**src/rtl/ffea_pkg.sv**
```systemverilog
`timescale 1ns / 1ps

package ffea_pkg;

    localparam int ADDR_W = 16;
    localparam int LEN_W  = 17;

    localparam logic KIND_ALLOC = 1'b0;
    localparam logic KIND_FREE  = 1'b1;

    typedef enum logic [1:0] {
        ST_OK      = 2'd0,
        ST_OOM     = 2'd1,
        ST_FULL    = 2'd2,
        ST_INVALID = 2'd3
    } t_status;

    typedef enum logic [3:0] {
        S_INIT,
        S_IDLE,
        S_DISPATCH,
        S_A_RD,
        S_A_CMP,
        S_F_RD,
        S_F_CMP,
        S_F_DEC,
        S_SL_RD,
        S_SL_WR,
        S_SR_RD,
        S_SR_WR,
        S_DONE
    } t_state;

    typedef enum logic [1:0] {
        RD_NONE,
        RD_IDX,
        RD_IDX_P1,
        RD_K_M1
    } t_rd_sel;

    typedef enum logic [3:0] {
        WR_NONE,
        WR_INIT,
        WR_SHRINK,
        WR_LEFT_MERGE,
        WR_BOTH_MERGE,
        WR_RIGHT_MERGE,
        WR_SHL,
        WR_SHR,
        WR_INSERT
    } t_wr_op;

    typedef struct packed {
        logic [ADDR_W-1:0] start;
        logic [LEN_W-1:0]  size;
    } t_extent;

    typedef struct packed {
        logic    capture;
        t_rd_sel rd;
        t_wr_op  wr;
        logic    idx_inc;
        logic    save_prev;
        logic    set_right;
        logic    clr_right;
        logic    k_load;
        logic    k_dec;
        logic    cnt_inc;
        logic    cnt_dec;
        logic    set_status;
        t_status status_val;
        logic    set_got;
        logic    out_load;
    } t_cmd;

    typedef struct packed {
        logic kind;
        logic len_zero;
        logic out_of_heap;
        logic count_zero;
        logic last;
        logic exact;
        logic bigger;
        logic addr_le;
        logic right_overlap;
        logic left_overlap;
        logic join_l;
        logic join_r;
        logic full;
        logic sr_done;
        logic out_busy;
    } t_sts;

endpackage

```
**src/rtl/ffea_ctrl.sv**
```systemverilog
`timescale 1ns / 1ps

module ffea_ctrl import ffea_pkg::*; (
    input  logic i_clk,
    input  logic i_rst_n,
    input  logic i_s_tvalid,
    output logic o_s_tready,
    input  t_sts i_sts,
    output t_cmd o_cmd
);

    t_state r_state;
    t_state n_state;

    always_ff @(posedge i_clk) begin
        if (!i_rst_n) begin
            r_state <= S_INIT;
        end else begin
            r_state <= n_state;
        end
    end

    assign o_s_tready = (r_state == S_IDLE);

    always_comb begin
        n_state = r_state;
        o_cmd   = '0;
        unique case (r_state)
            S_INIT: begin
                o_cmd.wr = WR_INIT;
                n_state  = S_IDLE;
            end
            S_IDLE: begin
                if (i_s_tvalid) begin
                    o_cmd.capture = 1'b1;
                    n_state       = S_DISPATCH;
                end
            end
            S_DISPATCH: begin
                if (i_sts.kind == KIND_ALLOC) begin
                    if (i_sts.count_zero) begin
                        o_cmd.set_status = 1'b1;
                        o_cmd.status_val = ST_OOM;
                        n_state          = S_DONE;
                    end else begin
                        n_state = S_A_RD;
                    end
                end else begin
                    priority if (i_sts.len_zero) begin
                        n_state = S_DONE;
                    end else if (i_sts.out_of_heap) begin
                        o_cmd.set_status = 1'b1;
                        o_cmd.status_val = ST_INVALID;
                        n_state          = S_DONE;
                    end else if (i_sts.count_zero) begin
                        n_state = S_F_DEC;
                    end else begin
                        n_state = S_F_RD;
                    end
                end
            end
            S_A_RD: begin
                o_cmd.rd = RD_IDX;
                n_state  = S_A_CMP;
            end
            S_A_CMP: begin
                priority if (i_sts.exact) begin
                    o_cmd.set_got = 1'b1;
                    n_state       = S_SL_RD;
                end else if (i_sts.bigger) begin
                    o_cmd.set_got = 1'b1;
                    o_cmd.wr      = WR_SHRINK;
                    n_state       = S_DONE;
                end else if (i_sts.last) begin
                    o_cmd.set_status = 1'b1;
                    o_cmd.status_val = ST_OOM;
                    n_state          = S_DONE;
                end else begin
                    o_cmd.idx_inc = 1'b1;
                    n_state       = S_A_RD;
                end
            end
            S_F_RD: begin
                o_cmd.rd = RD_IDX;
                n_state  = S_F_CMP;
            end
            S_F_CMP: begin
                priority if (i_sts.addr_le) begin
                    o_cmd.set_right = 1'b1;
                    n_state         = S_F_DEC;
                end else if (i_sts.last) begin
                    o_cmd.save_prev = 1'b1;
                    o_cmd.idx_inc   = 1'b1;
                    o_cmd.clr_right = 1'b1;
                    n_state         = S_F_DEC;
                end else begin
                    o_cmd.save_prev = 1'b1;
                    o_cmd.idx_inc   = 1'b1;
                    n_state         = S_F_RD;
                end
            end
            S_F_DEC: begin
                priority if (i_sts.right_overlap || i_sts.left_overlap) begin
                    o_cmd.set_status = 1'b1;
                    o_cmd.status_val = ST_INVALID;
                    n_state          = S_DONE;
                end else if (i_sts.join_l && i_sts.join_r) begin
                    o_cmd.wr = WR_BOTH_MERGE;
                    n_state  = S_SL_RD;
                end else if (i_sts.join_l) begin
                    o_cmd.wr = WR_LEFT_MERGE;
                    n_state  = S_DONE;
                end else if (i_sts.join_r) begin
                    o_cmd.wr = WR_RIGHT_MERGE;
                    n_state  = S_DONE;
                end else if (i_sts.full) begin
                    o_cmd.set_status = 1'b1;
                    o_cmd.status_val = ST_FULL;
                    n_state          = S_DONE;
                end else begin
                    o_cmd.k_load = 1'b1;
                    n_state      = S_SR_RD;
                end
            end
            S_SL_RD: begin
                if (i_sts.last) begin
                    o_cmd.cnt_dec = 1'b1;
                    n_state       = S_DONE;
                end else begin
                    o_cmd.rd = RD_IDX_P1;
                    n_state  = S_SL_WR;
                end
            end
            S_SL_WR: begin
                o_cmd.wr      = WR_SHL;
                o_cmd.idx_inc = 1'b1;
                n_state       = S_SL_RD;
            end
            S_SR_RD: begin
                if (i_sts.sr_done) begin
                    o_cmd.wr      = WR_INSERT;
                    o_cmd.cnt_inc = 1'b1;
                    n_state       = S_DONE;
                end else begin
                    o_cmd.rd = RD_K_M1;
                    n_state  = S_SR_WR;
                end
            end
            S_SR_WR: begin
                o_cmd.wr    = WR_SHR;
                o_cmd.k_dec = 1'b1;
                n_state     = S_SR_RD;
            end
            S_DONE: begin
                if (!i_sts.out_busy) begin
                    o_cmd.out_load = 1'b1;
                    n_state        = S_IDLE;
                end
            end
            default: begin
                n_state = S_INIT;
            end
        endcase
    end

endmodule

```
**src/rtl/ffea_dpath.sv**
```systemverilog
`timescale 1ns / 1ps

module ffea_dpath import ffea_pkg::*; #(
    parameter int HEAP_BYTES  = 65536,
    parameter int MAX_EXTENTS = 16
) (
    input  logic              i_clk,
    input  logic              i_rst_n,
    input  t_cmd              i_cmd,
    output t_sts              o_sts,
    input  logic              i_kind,
    input  logic [ADDR_W-1:0] i_addr,
    input  logic [LEN_W-1:0]  i_len,
    input  logic              i_m_tready,
    output logic              o_m_tvalid,
    output t_status           o_status,
    output logic [ADDR_W-1:0] o_alloc_addr
);

    localparam int IW = $clog2(MAX_EXTENTS);
    localparam int CW = $clog2(MAX_EXTENTS + 1);
    localparam logic [LEN_W-1:0] HEAP_LEN = LEN_W'(HEAP_BYTES);
    localparam logic [CW-1:0]    MAX_CNT  = CW'(MAX_EXTENTS);

    t_extent r_mem [MAX_EXTENTS];

    logic              r_kind;
    logic [ADDR_W-1:0] r_addr;
    logic [LEN_W-1:0]  r_len;
    logic [CW-1:0]     r_idx;
    logic [IW-1:0]     r_k;
    logic [CW-1:0]     r_count;
    t_extent           r_rd;
    t_extent           r_prev;
    logic              r_has_right;
    t_status           r_status;
    logic [ADDR_W-1:0] r_got;
    logic              r_out_valid;
    t_status           r_out_status;
    logic [ADDR_W-1:0] r_out_addr;

    logic [LEN_W-1:0]  w_end;
    logic [LEN_W-1:0]  w_left_end;
    logic [LEN_W-1:0]  w_rd_start;
    logic [CW-1:0]     w_idx_p1;
    logic [CW-1:0]     w_idx_m1;
    logic              w_has_left;
    logic              w_re;
    logic [IW-1:0]     w_raddr;
    logic              w_we;
    logic [IW-1:0]     w_waddr;
    t_extent           w_wdata;

    assign w_end      = {1'b0, r_addr} + r_len;
    assign w_left_end = {1'b0, r_prev.start} + r_prev.size;
    assign w_rd_start = {1'b0, r_rd.start};
    assign w_idx_p1   = r_idx + 1'b1;
    assign w_idx_m1   = r_idx - 1'b1;
    assign w_has_left = (r_idx != '0);

    always_comb begin
        w_re    = 1'b1;
        w_raddr = '0;
        unique case (i_cmd.rd)
            RD_NONE:   w_re    = 1'b0;
            RD_IDX:    w_raddr = r_idx[IW-1:0];
            RD_IDX_P1: w_raddr = w_idx_p1[IW-1:0];
            RD_K_M1:   w_raddr = r_k - 1'b1;
            default:   w_re    = 1'b0;
        endcase
    end

    always_comb begin
        w_we    = 1'b1;
        w_waddr = r_idx[IW-1:0];
        w_wdata = r_rd;
        unique case (i_cmd.wr)
            WR_NONE: begin
                w_we = 1'b0;
            end
            WR_INIT: begin
                w_waddr = '0;
                w_wdata = '{start: '0, size: HEAP_LEN};
            end
            WR_SHRINK: begin
                w_wdata = '{start: r_rd.start + r_len[ADDR_W-1:0], size: r_rd.size - r_len};
            end
            WR_LEFT_MERGE: begin
                w_waddr = w_idx_m1[IW-1:0];
                w_wdata = '{start: r_prev.start, size: r_prev.size + r_len};
            end
            WR_BOTH_MERGE: begin
                w_waddr = w_idx_m1[IW-1:0];
                w_wdata = '{start: r_prev.start, size: r_prev.size + r_len + r_rd.size};
            end
            WR_RIGHT_MERGE: begin
                w_wdata = '{start: r_addr, size: r_rd.size + r_len};
            end
            WR_SHL: begin
                w_wdata = r_rd;
            end
            WR_SHR: begin
                w_waddr = r_k;
            end
            WR_INSERT: begin
                w_wdata = '{start: r_addr, size: r_len};
            end
            default: begin
                w_we = 1'b0;
            end
        endcase
    end

    always_ff @(posedge i_clk) begin
        if (w_we) begin
            r_mem[w_waddr] <= w_wdata;
        end
        if (w_re) begin
            r_rd <= r_mem[w_raddr];
        end
    end

    always_ff @(posedge i_clk) begin
        if (i_cmd.capture) begin
            r_kind <= i_kind;
            r_addr <= i_addr;
            r_len  <= i_len;
        end
        if (i_cmd.save_prev) begin
            r_prev <= r_rd;
        end
        if (i_cmd.k_load) begin
            r_k <= r_count[IW-1:0];
        end else if (i_cmd.k_dec) begin
            r_k <= r_k - 1'b1;
        end
        if (i_cmd.capture) begin
            r_status <= ST_OK;
            r_got    <= '0;
        end else begin
            if (i_cmd.set_status) begin
                r_status <= i_cmd.status_val;
            end
            if (i_cmd.set_got) begin
                r_got <= r_rd.start;
            end
        end
        if (i_cmd.out_load) begin
            r_out_status <= r_status;
            r_out_addr   <= r_got;
        end
    end

    always_ff @(posedge i_clk) begin
        if (!i_rst_n) begin
            r_idx       <= '0;
            r_count     <= CW'(1);
            r_has_right <= 1'b0;
            r_out_valid <= 1'b0;
        end else begin
            if (i_cmd.capture) begin
                r_idx <= '0;
            end else if (i_cmd.idx_inc) begin
                r_idx <= w_idx_p1;
            end
            if (i_cmd.cnt_inc) begin
                r_count <= r_count + 1'b1;
            end else if (i_cmd.cnt_dec) begin
                r_count <= r_count - 1'b1;
            end
            if (i_cmd.capture || i_cmd.clr_right) begin
                r_has_right <= 1'b0;
            end else if (i_cmd.set_right) begin
                r_has_right <= 1'b1;
            end
            if (i_cmd.out_load) begin
                r_out_valid <= 1'b1;
            end else if (i_m_tready) begin
                r_out_valid <= 1'b0;
            end
        end
    end

    always_comb begin
        o_sts.kind          = r_kind;
        o_sts.len_zero      = (r_len == '0);
        o_sts.out_of_heap   = (w_end > HEAP_LEN);
        o_sts.count_zero    = (r_count == '0);
        o_sts.last          = (w_idx_p1 >= r_count);
        o_sts.exact         = (r_rd.size == r_len);
        o_sts.bigger        = (r_rd.size > r_len);
        o_sts.addr_le       = (r_addr <= r_rd.start);
        o_sts.right_overlap = r_has_right && (w_end > w_rd_start);
        o_sts.left_overlap  = w_has_left && (w_left_end > {1'b0, r_addr});
        o_sts.join_l        = w_has_left && (w_left_end == {1'b0, r_addr});
        o_sts.join_r        = r_has_right && (w_end == w_rd_start);
        o_sts.full          = (r_count >= MAX_CNT);
        o_sts.sr_done       = (CW'(r_k) <= r_idx);
        o_sts.out_busy      = r_out_valid && !i_m_tready;
    end

    assign o_m_tvalid   = r_out_valid;
    assign o_status     = r_out_status;
    assign o_alloc_addr = r_out_addr;

endmodule

```
**src/rtl/first_fit_extent_allocator_unit.sv**
```systemverilog
`timescale 1ns / 1ps
// channel   direction  tdata (low bit up)                   tuser
// s_axis    in         block_addr[15:0], block_len[32:16]   kind
// m_axis    out        alloc_addr[15:0]                     status[1:0]
//
// one request at a time: accept, dispatch, a read and a compare per entry scanned, a decision on free,
// a read and a write per entry moved on remove or insert plus a finishing step, then the result load
// reset: after release the init state writes table entry zero, then requests are taken
// a new request is accepted while the previous result waits in the output register;
// completion stalls only if that register is still full

module first_fit_extent_allocator_unit import ffea_pkg::*; #(
    parameter int HEAP_BYTES  = 65536,
    parameter int MAX_EXTENTS = 16
) (
    input  logic        i_clk,
    input  logic        i_rst_n,
    input  logic        i_s_tvalid,
    output logic        o_s_tready,
    input  logic [39:0] i_s_tdata,  // block_addr[15:0], block_len[32:16], zero pad
    input  logic        i_s_tuser,  // kind
    output logic        o_m_tvalid,
    input  logic        i_m_tready,
    output logic [15:0] o_m_tdata,  // alloc_addr[15:0]
    output logic [1:0]  o_m_tuser   // status[1:0]
);

    t_cmd    w_cmd;
    t_sts    w_sts;
    t_status w_status;

    ffea_ctrl u_ctrl (
        .i_clk      (i_clk),
        .i_rst_n    (i_rst_n),
        .i_s_tvalid (i_s_tvalid),
        .o_s_tready (o_s_tready),
        .i_sts      (w_sts),
        .o_cmd      (w_cmd)
    );

    ffea_dpath #(
        .HEAP_BYTES  (HEAP_BYTES),
        .MAX_EXTENTS (MAX_EXTENTS)
    ) u_dpath (
        .i_clk        (i_clk),
        .i_rst_n      (i_rst_n),
        .i_cmd        (w_cmd),
        .o_sts        (w_sts),
        .i_kind       (i_s_tuser),
        .i_addr       (i_s_tdata[ADDR_W-1:0]),
        .i_len        (i_s_tdata[ADDR_W+LEN_W-1:ADDR_W]),
        .i_m_tready   (i_m_tready),
        .o_m_tvalid   (o_m_tvalid),
        .o_status     (w_status),
        .o_alloc_addr (o_m_tdata)
    );

    assign o_m_tuser = w_status;

endmodule

```
**config.mk**
```make
export PLATFORM = sky130hd
export DESIGN_NAME = first_fit_extent_allocator_unit
export DESIGN_NICKNAME = d
export VERILOG_FILES = /design/src/rtl/ffea_pkg.sv /design/src/rtl/ffea_ctrl.sv /design/src/rtl/ffea_dpath.sv /design/src/rtl/first_fit_extent_allocator_unit.sv
export SDC_FILE = /design/constraint.sdc
export NUM_CORES = 1
export LEC_CHECK = 0
export ABC_AREA = 1
export BUFFER_PORTS_ARGS = -buffer_cell sky130_fd_sc_hd__buf_2
export CAP_MARGIN = 20
export CORE_MARGIN = 4
export CORE_UTILIZATION = 25
export DETAILED_ROUTE_END_ITERATION = 8
export SLEW_MARGIN = 20
export SYNTH_ARGS = -nofsm -noshare
export SYNTH_HDL_FRONTEND = slang
export SYNTH_SLANG_ARGS = --single-unit
```
**constraint.sdc**
```tcl
create_clock -name i_clk -period 11.05 [get_ports i_clk]
set_input_delay 0.5525 -clock i_clk [delete_from_list [all_inputs] [get_ports i_clk]]
set_output_delay 0.5525 -clock i_clk [all_outputs]
set_load 0.02 [all_outputs]
```
==> results.py, run 1 <==
metrics = {
    "clocking": {
        "clkSlewWorstSetupHoldPaths_ns": 0.06,
        "cts_resized": 0,
        "htree_levels": 3,
        "root_buffer": "clkbuf_16",
        "cts_buffers": 74,
        "clock_path_buffers": 3,
        "tritoncts": "built",
        "post_cts_buffers": 0,
        "insertion_delay_ns": 0.64,
        "cts_hold_buf": 0,
        "cts_sinks": 684,
    },
    "grt": {
        "use_met3_pct": 2.06,
        "top_usage_layer": "met2",
        "grt_max_degree": 243,
        "grt_overflow": 0,
        "grt.total_usage_pct": 12.6,
        "grtUsageMet2_pct": 21.1,
        "grt_pass1_vias": 22622,
        "antenna_found_initial": 1,
        "grt_pass1_wl_mm": 138,
        "use_met1_pct": 16.1,
    },
    "worst_hold_path": {
        "min_path_type": "in2reg",
    },
    "sta": {
        "rsz0062_at_grt": "false",
        "hold_violations": 0,
        "worst_slew_pin_slew_ns": 1.30,
        "fin_tns_setup_ns": 0,
        "post-route-min-period_ns": 8.28,
        "slew_headroom_pct": 13.6,
        "min_period_over_period_pct": 74.9,
        "finalSetupViolations": 0,
        "skew_ns": 0.0230,
        "drv_slew": 0,
        "hold_slack_ns": 0.104,
        "fmax_mhz": 121,
    },
    "route": {
        "drc": 0,
        "vias_per_cell": 4.65,
        "ant_nets": 0,
        "wl_per_cell_um": 17.9,
        "drtIter0Drc": 2031,
        "drt_wl_total_mm": 92.4,
        "firstDrtPassIters": 6,
        "vias": 23954,
    },
    "synthesis": {
        "synth_nets": 3477,
        "synth_edf_count": 650,
        "synth-main-ff-cell": "edfxtp_1",
        "synth_cell_types": 58,
        "synthCells": 3262,
        "post_synth.cell_area_avg_um2": 10.5,
        "ys_warn_count": 0,
        "netlist_area_um2": 34400,
        "synth_seq_cells": 684,
        "async_flop_share_pct": 0,
        "seq_area_frac_synth_pct": 58.8,
    },
    "floorplan": {
        "die_area_um2": 143000,
        "ioPinCount": 65,
        "die_y_um": 379,
        "core-area_um2": 136000,
        "die_x_um": 379,
        "start_util_pct": 25.3,
        "placementRows": 135,
    },
    "worst_setup_path": {
        "timing.setup.critical_path_class": "reg2reg",
        "end_kind": "flip-flop",
        "crit_path_start_kind": "flip-flop",
        "path_common_cell": "nand2_1",
        "cp.required_ns": 11.25,
        "worst-path-max-fanout": 31,
        "cp.arrival_ns": 8.48,
        "critPathMaxStageDelay_ns": 0.60,
        "cpMaxStageDelayCell": "o21ai_0",
    },
    "placement": {
        "gp_congestion": 0.898,
        "portBuffers": 57,
        "place_hpwl_mm": 56.3,
        "place_inst": 5016,
    },
    "final_layout": {
        "drive_gt1_share_pct": 8.95,
        "fin_cells": 5155,
        "fin_nets": 3529,
        "final_common_cell": "edfxtp_1",
        "seqCellArea_um2": 20200,
        "fillCellCount": 13861,
        "multi_input_area_um2": 11900,
        "area_delta_synth_final_pct": 14.4,
        "layout_common_cells": "650 x edfxtp_1, 594 x nand2_1, 488 x inv_1",
    },
    "power_and_ir_drop": {
        "powerDensity_nw_per_um2": 241,
        "power_mw": 9.48,
        "p_leak_nw": 14.8,
        "ir_worst_vdd_mv": 0.219,
    },
    "run_status": {
        "status": "finished clean",
    },
    "run": {
        "drv_cap": 0,
    },
}
-- cells in the mapped netlist (all sizes together) (25+ instances only) --
master	instances	area [µm²]
nor3	33	170
dfxtp	34	681
nand3	269	1450
xnor2	25	219
a21oi	144	724
o211ai	276	2070
clkbuf	59	221
buf	67	329
xor2	57	499
nor2	120	470
nand2	612	2350
o21ai	93	469
edfxtp	650	19500
ha	163	2040
inv	501	1880
-- worst max-delay path, delay by kind of cell (launching register included) --
kind / cells / cell delay [ns]
compound gates: 12 / 2.55
xor+xnor: 2 / 0.36
fa+ha+maj: 4 / 1.26
simple gates: 20 / 3.16
flops: 1 / 0.43
buf+inv: 1 / 0.06
-- metrics by stage --
step / worst slack [ns] / cell area (µm²) / utilization [%]
finish: 2.77 / 39300 / 28.9
global route: 1.96 / 39300 / 28.9
CTS: 2.51 / 39300 / 28.9
detailed placement: 2.54 / 36800 / 27.1
global placement: 2.49 / 36800 / 27.1
floorplan: 4.10 / 34400 / -
-- per-layer routing --
layer | vias to the layer above | part of all wire [%]
met5 | - | 0
met4 | 0 | 4.4
met3 | 154 | 6.4
met2 | 719 | 47
met1 | 11482 | 43
li1 | 11599 | -
-- logic make-up after synthesis --
kind of cell / after synthesis / synth area share (%)
AND/OR/NAND/NOR: 1075 / 13.7
multiplexers: 5 / 0.146
XOR/XNOR: 82 / 2.09
adder cells (fa/ha/maj): 170 / 6.34
buffers and inverters: 629 / 7.10
AO/OA/AOI/OAI: 617 / 11.9
flip-flops: 684 / 58.8
-- sequential cells by signal, indices dropped and copies added (netlist names) --
signal,count
u_dpath.r_mem,528
u_dpath.r_idx,5
u_dpath.o_m_tvalid,1
u_dpath.r_has_right,1
u_dpath.r_got,16
u_dpath.r_count,5
u_dpath.r_prev,33
u_dpath.r_k,4
u_dpath.r_status,2
u_dpath.o_status,2
u_ctrl.r_state,4
u_dpath.r_kind,1
u_dpath.r_rd,33
u_dpath.r_addr,16
u_dpath.o_alloc_addr,16
u_dpath.r_len,17
-- worst paths after layout --
| check | to | startpoint | cells past startpoint | slack (ns) |
|---|---|---|---|---|
| max | u_dpath.r_mem[11][15] | u_dpath.r_prev[6] | 39 | 2.77 |
| min | u_dpath.r_addr[2] | i_s_tdata[2] | 1 | 0.10 |
| max reg2reg | u_dpath.r_mem[11][15] | u_dpath.r_prev[6] | 39 | 2.77 |
| min reg2reg | u_dpath.o_alloc_addr[2] | u_dpath.r_got[2] | 0 | 0.43 |
-- where the power goes --
part	internal, mW	total [mW]	switching, mW
registers	3.87	4.04	0.165
logic	0.815	2.97	2.15
clock network	1.44	2.47	1.03
-- area by class of cell --
class | count | share of cell area (%)
Sequential cell | 684 | 51.4
Clock inverter | 37 | 0.916
Clock buffer | 98 | 5.23
Inverter | 503 | 4.81
Antenna cell | 1 | 0.00636
Multi-Input combinational cell | 1949 | 30.4
Timing Repair Buffer | 102 | 1.62
Tap cell | 1781 | 5.67
(Power assumes the default switching activity.)
==> run 2, diff against run 1 <==
==> constraint.sdc (replaced) <==
create_clock -name i_clk -period 8 [get_ports i_clk]
set_input_delay 0.4 -clock i_clk [delete_from_list [all_inputs] [get_ports i_clk]]
set_output_delay 0.4 -clock i_clk [all_outputs]
set_load 0.02 [all_outputs]
==> results.py, run 2 (synthesized netlist as in run 1, its figures left out) <==
metrics = {
    "final_layout": {
        "largestRegisters": "u_dpath.r_mem: 528 flops, u_dpath.r_prev: 33 flops, u_dpath.r_rd: 33 flops",
        "final_common_cell": "edfxtp_1",
        "regMostFlops": "u_dpath.r_mem",
        "fillCellCount": 13833,
        "fin_nets": 3594,
        "largest_reg_flops": 528,
        "area_delta_synth_final_pct": 16.6,
        "antenna_cells": 0,
        "drive_gt1_share_pct": 9.95,
        "multi_input_area_um2": 11900,
        "seqCellArea_um2": 20200,
        "layout_common_cells": "650 x edfxtp_1, 594 x nand2_1, 488 x inv_1",
    },
    "sta": {
        "min_period_over_period_pct": 91.1,
        "slew_headroom_pct": 28.1,
        "layout_setup_ws_ns": 0.714,
        "rsz0062_at_grt": "false",
        "fmax_mhz": 137,
        "fin_tns_setup_ns": 0,
        "drv_slew": 0,
        "post-route-min-period_ns": 7.29,
        "finalSetupViolations": 0,
        "hold_violations": 0,
        "skew_ns": 0.0164,
        "worst_slew_pin_slew_ns": 1.08,
    },
    "worst_setup_path": {
        "r2r_start": "u_dpath.r_prev[4]",
        "crit_family": "simple AND/OR/NAND/NOR gates",
        "worst-path-max-fanout": 18,
        "timing.rr.end": "u_dpath.r_mem[0][10]",
        "cp.required_ns": 8.23,
        "cpMaxStageDelayCell": "fa_1",
        "r2r_slack_ns": 0.71,
        "cp.arrival_ns": 7.51,
        "timing.setup.critical_path_class": "reg2reg",
        "crit_path_start_kind": "flip-flop",
        "end_kind": "flip-flop",
        "r2r_cells": 40,
        "cp_num_buf_inv": 4,
        "critPathMaxStageDelay_ns": 0.43,
    },
    "clocking": {
        "clock_path_buffers": 3,
        "insertion_delay_ns": 0.63,
        "tritoncts": "built",
        "post_cts_buffers": 0,
        "clkSlewWorstSetupHoldPaths_ns": 0.06,
        "htree_levels": 3,
        "root_buffer": "clkbuf_16",
        "cts_sinks": 684,
        "cts_buffers": 75,
    },
    "placement": {
        "place_hpwl_mm": 57.6,
        "dp_slack_ns": 0.582,
        "portBuffers": 57,
        "gp_congestion": 0.894,
    },
    "grt": {
        "grt.total_usage_pct": 12.6,
        "grt_max_degree": 175,
        "grt_pass1_vias": 23128,
        "grt_overflow": 0,
        "antenna_found_initial": 0,
        "grt_pass1_wl_mm": 139,
    },
    "power_and_ir_drop": {
        "p_leak_nw": 15.2,
        "p_switching_mw": 4.70,
        "clock_power_share_pct": 26.1,
        "pwr-share-comb_pct": 32.5,
        "p_seq_share_pct": 41.5,
        "powerDensity_nw_per_um2": 333,
        "p_sw_share_pct": 35.3,
        "internal_power_mw": 8.63,
        "ir_worst_vdd_mv": 0.208,
    },
    "floorplan": {
        "die_x_um": 379,
        "die_y_um": 379,
        "placementRows": 135,
        "start_util_pct": 25.3,
        "core-area_um2": 136000,
        "ioPinCount": 65,
        "die_area_um2": 143000,
    },
    "route": {
        "wl_per_cell_um": 17.7,
        "drt_wl_total_mm": 92.2,
        "drc": 0,
        "firstDrtPassIters": 6,
        "vias": 24151,
        "ant_nets": 0,
        "vias_per_cell": 4.63,
        "drtIter0Drc": 2047,
    },
    "worst_hold_path": {
        "min_path_type": "in2reg",
        "hold_start": "i_s_tdata[31]",
        "min_to": "u_dpath.r_len[15]",
        "hold_depth": 1,
    },
    "run": {
        "drv_cap": 0,
    },
    "run_status": {
        "status": "finished clean",
    },
}
-- run 2: worst max-delay path by stage --
stage,to,depth (start not counted),startpoint,slack (ns)
3_5_place_dp,u_dpath.r_mem[0][10],40,u_dpath.r_prev[23],0.58
5_1_grt,u_dpath.r_mem[0][15],42,u_dpath.r_prev[4],0.08
2_1_floorplan,u_dpath.r_mem[0][16],42,u_dpath.r_prev[6],1.05
4_1_cts,u_dpath.r_mem[0][10],40,u_dpath.r_prev[4],0.56
6_report,u_dpath.r_mem[0][10],40,u_dpath.r_prev[4],0.71
3_3_place_gp,u_dpath.r_mem[15][15],42,u_dpath.r_prev[4],0.62
-- run 2: power by group through the flow --
stage	Sequential (mW)	Clock, mW	Combinational [mW]
2_1_floorplan	5.56	0	2.67
3_3_place_gp	5.60	0	4.20
3_5_place_dp	5.60	0	4.26
4_1_cts	5.53	3.55	4.30
5_1_grt	5.56	3.71	4.79
6_report	5.53	3.48	4.33
-- run 2: cell type report --
class | instances | share of cell area [%]
multi-input cells | 1949 | 29.8
well taps | 1781 | 5.56
repair buffers | 166 | 3.34
clock inverters | 43 | 1.09
flip-flops and latches | 684 | 50.4
inverters | 503 | 4.72
clock buffers | 93 | 5.09
-- run 2: per-stage QoR --
stage | hold WS [ns] | instance area (µm²) | total power [mW] | std cells | utilization, %
floorplan | 0.403 | 34400 | 8.22 | 3262 | -
global placement | 0.411 | 37200 | 9.80 | 5051 | 27.4
detailed placement | 0.410 | 37200 | 9.87 | 5052 | 27.4
CTS | 0.00262 | 40000 | 13.4 | 5214 | 29.4
global route | 0.00679 | 40000 | 14.1 | 5219 | 29.5
finish | 0.0493 | 40000 | 13.3 | 5219 | 29.5
-- run 2: what timing repair did --
item / in CTS / in global routing
hold endpoints to repair: 26 / 2
endpoints found under the setup margin: 0 / 48
hold buffers: 26 / 2
gates resized for setup: 0 / 1
-- run 2: metal layers --
metal	part of all wire [%]	GRT usage (%)	vias to the layer above	wire [µm]
met1	45	17.0	11578	41800
met2	46	20.7	694	42500
met5	0	0	-	0
li1	-	-	11751	-
met4	3.0	4.20	0	2730
met3	5.7	1.99	128	5270
